### src/sv/snbb_pkg.sv
package snbb_pkg;

	// default sizing of the bank
	localparam int NUM_SETS_DEF   = 32;
	localparam int NUM_STAGES_DEF = 2;
	localparam int MAX_STAGES     = 8;

	// fixed formats of the data path
	localparam int SAMPLE_BITS = 12;
	localparam int COEF_BITS   = 24;
	localparam int COEF_FRAC   = COEF_BITS - 2;
	localparam int FRAC_BITS   = 8;
	localparam int DATA_W      = 32;
	localparam int SEL_W       = 5;
	localparam int TWORD_W     = 4;

	// widths of command fields, sized for the largest bank
	localparam int STAGE_FIELD_W = $clog2(MAX_STAGES);
	localparam int WORD_FIELD_W  = $clog2(5 * MAX_STAGES + 1);

	// item kinds on the input channel
	localparam logic CMD_SAMPLE = 1'b0;
	localparam logic CMD_TABLE  = 1'b1;

	// operand picked for the multiplier
	typedef enum logic [2:0] {
		OP_X,
		OP_X1,
		OP_X2,
		OP_Y1,
		OP_Y2
	} opnd_t;

	// commands from the sequencer to the datapath
	typedef struct packed {
		logic                     wr;
		logic                     bypass;
		logic                     load;
		logic                     clr_hist;
		logic                     issue;
		opnd_t                    kind;
		logic [WORD_FIELD_W-1:0]  word;
		logic [STAGE_FIELD_W-1:0] stage;
		logic                     fin_stage;
		logic                     fin_scale;
	} ctl_t;

endpackage

### src/sv/snbb_ctrl.sv
module snbb_ctrl #(
	parameter int NUM_STAGES = snbb_pkg::NUM_STAGES_DEF
) (
	input  logic                       clk,
	input  logic                       arst_n,
	input  logic                       in_valid,
	input  logic                       in_cmd,
	input  logic [snbb_pkg::SEL_W-1:0] in_select,
	input  logic                       out_ready,
	output logic                       in_ready,
	output logic                       out_valid,
	output snbb_pkg::ctl_t             ctl
);

	localparam int SW       = (NUM_STAGES > 1) ? $clog2(NUM_STAGES) : 1;
	localparam int WW       = $clog2(5 * NUM_STAGES + 1);
	localparam int LAST_STG = NUM_STAGES - 1;
	localparam int WFW      = snbb_pkg::WORD_FIELD_W;
	localparam int SFW      = snbb_pkg::STAGE_FIELD_W;

	typedef enum logic [2:0] {
		S_IDLE,
		S_ISSUE,
		S_DRAIN,
		S_FIN_STAGE,
		S_SCALE,
		S_SDRAIN,
		S_FIN_SCALE
	} state_t;

	state_t                     state_q;
	logic [2:0]                 k_q;
	logic                       drain_q;
	logic [SW-1:0]              stage_q;
	logic [WW-1:0]              word_q;
	logic [snbb_pkg::SEL_W-1:0] last_sel_q;
	logic                       out_valid_q;

	logic in_fire;
	logic take_sample;
	logic take_bypass;
	logic take_filter;
	logic take_table;

	// input transfer decode
	assign in_ready    = (state_q == S_IDLE) && (!out_valid_q || out_ready);
	assign in_fire     = in_valid && in_ready;
	assign take_table  = in_fire && (in_cmd == snbb_pkg::CMD_TABLE);
	assign take_sample = in_fire && (in_cmd == snbb_pkg::CMD_SAMPLE);
	assign take_bypass = take_sample && (in_select == '0);
	assign take_filter = take_sample && (in_select != '0);
	assign out_valid   = out_valid_q;

	// commands to the datapath, with the operand for the current tap
	always_comb begin
		case (k_q)
			3'd0:    ctl.kind = snbb_pkg::OP_X;
			3'd1:    ctl.kind = snbb_pkg::OP_X1;
			3'd2:    ctl.kind = snbb_pkg::OP_X2;
			3'd3:    ctl.kind = snbb_pkg::OP_Y1;
			3'd4:    ctl.kind = snbb_pkg::OP_Y2;
			default: ctl.kind = snbb_pkg::OP_X;
		endcase
		if (state_q == S_SCALE) begin
			ctl.kind = snbb_pkg::OP_X;
		end
		ctl.wr        = take_table;
		ctl.bypass    = take_bypass;
		ctl.load      = take_filter;
		ctl.clr_hist  = take_filter && (in_select != last_sel_q);
		ctl.issue     = (state_q == S_ISSUE) || (state_q == S_SCALE);
		ctl.word      = WFW'(word_q);
		ctl.stage     = SFW'(stage_q);
		ctl.fin_stage = (state_q == S_FIN_STAGE);
		ctl.fin_scale = (state_q == S_FIN_SCALE);
	end

	// sequencer: five taps per stage, pipeline drain, stage close, then scale
	always_ff @(posedge clk or negedge arst_n) begin
		if (!arst_n) begin
			state_q     <= S_IDLE;
			k_q         <= '0;
			drain_q     <= 1'b0;
			stage_q     <= '0;
			word_q      <= '0;
			last_sel_q  <= '0;
			out_valid_q <= 1'b0;
		end else begin
			// result register
			if (take_sample) begin
				out_valid_q <= 1'b1;
			end else if (out_ready) begin
				out_valid_q <= 1'b0;
			end

			case (state_q)
				S_IDLE: begin
					if (take_filter) begin
						last_sel_q <= in_select;
						k_q        <= '0;
						stage_q    <= '0;
						word_q     <= '0;
						state_q    <= S_ISSUE;
					end
				end
				S_ISSUE: begin
					word_q <= word_q + 1'b1;
					if (k_q == 3'd4) begin
						k_q     <= '0;
						drain_q <= 1'b0;
						state_q <= S_DRAIN;
					end else begin
						k_q <= k_q + 1'b1;
					end
				end
				S_DRAIN: begin
					drain_q <= 1'b1;
					if (drain_q) begin
						state_q <= S_FIN_STAGE;
					end
				end
				S_FIN_STAGE: begin
					if (stage_q == SW'(LAST_STG)) begin
						state_q <= S_SCALE;
					end else begin
						stage_q <= stage_q + 1'b1;
						state_q <= S_ISSUE;
					end
				end
				S_SCALE: begin
					drain_q <= 1'b0;
					state_q <= S_SDRAIN;
				end
				S_SDRAIN: begin
					drain_q <= 1'b1;
					if (drain_q) begin
						state_q <= S_FIN_SCALE;
					end
				end
				S_FIN_SCALE: begin
					state_q <= S_IDLE;
				end
				default: begin
					state_q <= S_IDLE;
				end
			endcase
		end
	end

endmodule

### config.mk
export PLATFORM = sky130hd
export DESIGN_NAME = snbb_ctrl
export DESIGN_NICKNAME = d
export VERILOG_FILES = /design/src/sv/snbb_pkg.sv /design/src/sv/snbb_ctrl.sv
export SDC_FILE = /design/constraint.sdc
export NUM_CORES = 1
export LEC_CHECK = 0
export BUFFER_PORTS_ARGS = -buffer_cell sky130_fd_sc_hd__buf_2
export CAP_MARGIN = 20
export CORE_MARGIN = 2
export CORE_UTILIZATION = 49
export CTS_BUF_LIST = sky130_fd_sc_hd__clkbuf_8
export CTS_CLUSTER_SIZE = 30
export DETAILED_ROUTE_END_ITERATION = 7
export PLACE_DENSITY = 0.89
export SYNTH_ARGS = -nofsm -noshare
export SYNTH_HDL_FRONTEND = slang
export SYNTH_SLANG_ARGS = --single-unit
### constraint.sdc
create_clock -name clk -period 2.1 [get_ports clk]
set_input_delay 0.42 -clock clk [delete_from_list [all_inputs] [get_ports clk]]
set_output_delay 0.42 -clock clk [all_outputs]
set_load 0.05 [all_outputs]
==> flow_summary.ini, run 1 <==
[run_status]
run_status = complete, but fails checks
violations = negative setup slack

[placement]
place_ws_ns = -0.230
dp.cells = 179
portBuffers = 26
finalWeightedCongestion = 0.764
placed_cell_area_um2 = 1330
dp_hpwl_um = 1760

[timing]
rsz0062_at_grt = yes
max_freq_mhz = 404
timing.hold.ws_ns = 0.0998
finalCriticalPeriod_ns = 2.48
slew_headroom = 0.620
tns_ns = -1.12
fin_skew_ns = 0.00433
fin_crit_sh = 1.18
worst_pin_slew_ns = 0.569
timing_hold_violations_final = 0
layout_setup_ws_ns = -0.378
setup_viol = 7
slew_viol_final = 0

[setup_path]
reg2regPathDepth = 6
worstPathMaxFanout = 4
crit_type = reg -> out
crit_arrival_ns = 2.06
cp-start-kind = flip-flop
worstPathRequired_ns = 1.68
endpoint_kind = output port

[power_and_ir_drop]
power_mw = 2.37
power_leakage_nw = 0.725
power.density_nw_per_um2 = 1590
ir_drop_mv = 1.04

[cells_and_area]
stdcell_count = 189
layout_commonest_cell = buf_2
syn_to_final_growth_pct = 28.6
diodes = 0
layout_common_cells = buf_2, dfrtp_1, buf_4
final_util = 0.670
final_area_um2 = 1500
nets = 178
layout-drive-gt1-share = 0.373

[synthesis]
ys_warn_count = 0
syn_inst = 125
ys_ff_latch = 18
syn_area_um2 = 1160
synth_cell_type_count = 40
yosysSeqAreaShare = 0.387
avgSynthCellArea_um2 = 9.31

[cts]
clock_sinks = 18
clkLatencyLatePin_ns = 0.25
cts_tree = built
cts_hold_buf = 0
clk_pin_slew_ns = 0.07
cts_htree_levels = 1
root_buffer = clkbuf_8
cts_made_buffers = 3
clock_path_buffers = 2

[route]
post_drt_wl_per_cell_um = 12.8
first_iter_violations = 13
via_per_inst = 5.17
route.detailed.drc = 0
vias = 977
routed_wl_um = 2420
first_pass_iters = 4
antenna_left = 0

[grt]
overflow = 0
antenna_found_initial = 0
grt_pass1_wl_um = 4020
grt_max_degree = 19
grt_pass1_vias = 954
track_usage = 0.199

[floorplanning]
chipWidth_um = 52.7
rows = 17
ios = 31
coreArea_um2 = 2230
die-area_um2 = 2780
die_y_um = 52.7
start_util = 0.521

[job]
max_cap_viol_count = 0

[hold_path]
min_path_type = in -> async
==> worst max-delay path: stages (launching register included) <==
cell and delay (ns):
dfrtp_1 0.40, or3_4 0.37, or4b_4 0.54, a21oi_4 0.19, o31a_4 0.17, buf_8 0.13
==> sequential cells by signal, indices dropped and copies added, names as in the netlist <==
signal	flops
last_sel_q	5
out_valid	1
state_q	3
k_q	3
stage_q	1
drain_q	1
word_q	4
==> kinds of logic after synthesis <==
group,count (synthesis),synth area share
simple gates,48,0.210
compound gates,21,0.134
buf+inv,19,0.100
flops,18,0.387
xor+xnor,7,0.0527
fa+ha+maj,6,0.0645
mux,5,0.0484
other cells,1,0.00322
==> timing repair <==
action	in CTS	in global routing
setup endpoints to repair	10	14
resized for setup	10	15
pin swaps	2	1
setup buffers	3	3
endpoints found under the hold margin	0	0
==> cell usage after synthesis, drive strengths merged <==
| library cell | count | area share |
|---|---|---|
| a21boi | 1 | 0.0065 |
| a21oi | 6 | 0.035 |
| a311oi | 1 | 0.0075 |
| and2 | 2 | 0.011 |
| and3 | 2 | 0.011 |
| buf | 11 | 0.074 |
| clkbuf | 2 | 0.0065 |
| conb | 1 | 0.0032 |
| dfrtp | 18 | 0.39 |
| ha | 6 | 0.065 |
| inv | 6 | 0.019 |
| mux2 | 5 | 0.048 |
| nand2 | 13 | 0.042 |
| nand2b | 1 | 0.0054 |
| nand3 | 6 | 0.026 |
| nand4 | 1 | 0.0054 |
| nor2 | 12 | 0.039 |
| nor2b | 2 | 0.011 |
| nor3 | 2 | 0.0086 |
| nor3b | 2 | 0.013 |
| o211ai | 1 | 0.0065 |
| o21a | 1 | 0.0065 |
| o21ai | 4 | 0.017 |
| o21bai | 2 | 0.013 |
| o221ai | 1 | 0.0075 |
| o22ai | 1 | 0.0054 |
| o31a | 1 | 0.015 |
| o31ai | 1 | 0.0065 |
| o32ai | 1 | 0.0075 |
| or2b | 1 | 0.0065 |
| or3 | 3 | 0.020 |
| or4b | 1 | 0.012 |
| xnor2 | 4 | 0.030 |
| xor2 | 3 | 0.023 |
==> where the power goes <==
| group | total [mW] | leakage, nW | switching, mW | internal (mW) |
|---|---|---|---|---|
| sequential | 0.646 | 0.221 | 0.137 | 0.509 |
| clock | 0.278 | 0.0288 | 0.112 | 0.166 |
| combinational | 1.45 | 0.475 | 0.921 | 0.530 |
| total | 2.37 | 0.725 | 1.17 | 1.21 |
==> final cells by class <==
cell class,count,area (um2)
clock buffer,4,55.1
fill,186,737
inverter,6,22.5
multi-input combinational,91,643
tap,28,35.0
timing repair buffer,42,290
sequential,18,450
==> metal layers <==
layer	vias to the layer above	GRT usage	part of all wire
met5	-	0	0
met4	0	0.0855	0.013
met3	4	0.0257	0.048
met2	28	0.369	0.50
met1	459	0.225	0.44
li1	486	-	-
==> worst paths after layout <==
check / startpoint / to / slack [ns]
max reg2reg: state_q[1]$_DFFE_PN0P_ / last_sel_q[2]$_DFFE_PN0P_ / -0.06
min in group clk: in_select[3] / last_sel_q[3]$_DFFE_PN0P_ / 0.43
max in group asynchronous: arst_n / last_sel_q[2]$_DFFE_PN0P_ / 1.69
min reg2reg: last_sel_q[4]$_DFFE_PN0P_ / last_sel_q[4]$_DFFE_PN0P_ / 0.51
min: arst_n / k_q[1]$_DFFE_PN0P_ / 0.1
max: state_q[1]$_DFFE_PN0P_ / ctl[15] / -0.38
No activity file was read; power rests on OpenSTA's default activity.
==> run 2, diff against run 1 <==
--- a/config.mk
+++ b/config.mk
@@ -5,7 +5,7 @@
 export SDC_FILE = /design/constraint.sdc
 export NUM_CORES = 1
 export LEC_CHECK = 0
-export BUFFER_PORTS_ARGS = -buffer_cell sky130_fd_sc_hd__buf_2
+export BUFFER_PORTS_ARGS = -buffer_cell sky130_fd_sc_hd__buf_4
 export CAP_MARGIN = 20
 export CORE_MARGIN = 2
 export CORE_UTILIZATION = 49
==> run 2 against run 1 <==
  * The flow still finishes with violations (negative setup slack)
  * Sequential power grew 0.8%
  * Clock power grew 4%
  * Critical path depth is the same
  * Clock-buffer cell count is the same
  * Utilization grew 1.7 points
  * First-iteration DRC count grew 62%
  * Design area grew 2.5%
  * Global-route usage grew 0.92 points
  * Via count grew 3.1%
  * Critical endpoint unchanged
  * Largest power group unchanged
  * Highest routed layer unchanged
==> flow_summary.ini, run 2 (synthesized netlist as in run 1, its figures left out) <==
[run_status]
run_status = complete, but fails checks
violations = negative setup slack

[cells_and_area]
syn_to_final_growth_pct = 31.8
reg_top3 = last_sel_q (5), word_q (4)
layout-drive-gt1-share = 0.354
largest_reg_flops = 5
layout_commonest_cell = buf_4
final_area_um2 = 1530
stdcell_count = 189
top_register = last_sel_q
nets = 178
num-fill-cells = 178
regArea_um2 = 450
final_util = 0.687
diodes = 0
layout_common_cells = buf_4, dfrtp_1, nand2_1
multiInputGateArea_um2 = 626

[cts]
root_buffer = clkbuf_8
cts_made_buffers = 3
cts_hold_buf = 0
cts_htree_levels = 1
clk_pin_slew_ns = 0.07
cts_tree = built
clock_sinks = 18
clkLatencyLatePin_ns = 0.26
clock_path_buffers = 2

[placement]
dp.cells = 179
dp_hpwl_um = 1860
place_ws_ns = -0.162
placed_cell_area_um2 = 1390
portBuffers = 26
finalWeightedCongestion = 0.762

[route]
first_pass_iters = 5
route.detailed.drc = 0
antenna_left = 0
routed_wl_um = 2600
via_per_inst = 5.33
post_drt_wl_per_cell_um = 13.8
vias = 1007
first_iter_violations = 21

[timing]
layout_setup_ws_ns = -0.393
setup_viol = 7
finalCriticalPeriod_ns = 2.49
slew_viol_final = 0
tns_ns = -2.17
timing_hold_violations_final = 0
rsz0062_at_grt = yes
worst_pin_slew_ns = 0.622
fin_skew_ns = 0.00158
max_freq_mhz = 401
slew_headroom = 0.585
fin_crit_sh = 1.19

[grt]
grt_pass1_vias = 991
grt_pass1_wl_um = 4150
antenna_found_initial = 0
overflow = 0
grt_max_degree = 19
track_usage = 0.208

[floorplanning]
die-area_um2 = 2780
chipWidth_um = 52.7
rows = 17
die_y_um = 52.7
start_util = 0.521
coreArea_um2 = 2230
ios = 31

[setup_path]
regToRegStartpoint = state_q[2]$_DFFE_PN0P_
worstPathMaxFanout = 4
crit_arrival_ns = 2.07
r2r-end = last_sel_q[1]$_DFFE_PN0P_
worstPathRequired_ns = 1.68
reg2regPathDepth = 9
crit_type = reg -> out
reg2reg_slack_ns = -0.35
endpoint_kind = output port
cp-start-kind = flip-flop

[job]
max_cap_viol_count = 0

[hold_path]
min_path_type = in -> async

[power_and_ir_drop]
ir_drop_mv = 1.12
power_leakage_nw = 0.739
power.density_nw_per_um2 = 1590
[run 2: repair_timing]
action,in CTS,in global routing
resized for setup,9,3
endpoints found under the setup margin,9,13
buffers inserted,4,2
pin swaps,1,0
[run 2: worst max-delay path: stages (launching register included)]
cell and delay (ns):
dfrtp_1 0.38, or3_4 0.38, or4b_4 0.54, a21oi_4 0.20
o31a_4 0.18, buf_8 0.13
[run 2: metal layers]
| metal | GRT usage | vias to the layer above | part of all wire |
|---|---|---|---|
| li1 | - | 487 | - |
| met1 | 0.211 | 467 | 0.40 |
| met2 | 0.392 | 39 | 0.51 |
| met3 | 0.0314 | 14 | 0.047 |
| met4 | 0.128 | 0 | 0.041 |
| met5 | 0 | - | 0 |
[run 2: worst max-delay path by stage]
stage          slack (ns)                   start      end  cells after the start
4_1_cts             -0.39  state_q[2]$_DFFE_PN0P_  ctl[15]                      5
3_3_place_gp        -0.15  state_q[2]$_DFFE_PN0P_  ctl[15]                      5
6_report            -0.39  state_q[2]$_DFFE_PN0P_  ctl[15]                      5
2_1_floorplan       -0.29  state_q[0]$_DFFE_PN0P_  ctl[15]                      6
3_5_place_dp        -0.16  state_q[2]$_DFFE_PN0P_  ctl[15]                      5
5_1_grt             -0.46  state_q[2]$_DFFE_PN0P_  ctl[15]                      5
[run 2: where the power goes]
part	total, mW	internal, mW	switching [mW]	leakage [nW]
Sequential	0.651	0.509	0.142	0.221
Clock	0.289	0.167	0.123	0.0288
Combinational	1.49	0.569	0.925	0.489
[run 2: final cells by class]
class                      instances  area share
inverter                           6      0.0147
tap                               28      0.0228
clock buffer                       4      0.0359
multi-input combinational         91       0.408
timing repair buffer              42       0.225
sequential                        18       0.294
[run 2: through the flow]
stage               hold slack, ns  total power, mW
floorplan                    0.124             1.70
global placement             0.302             2.00
detailed placement           0.308             2.07
CTS                         0.0270             2.42
global route                0.0333             2.59
finish                      0.0121             2.43
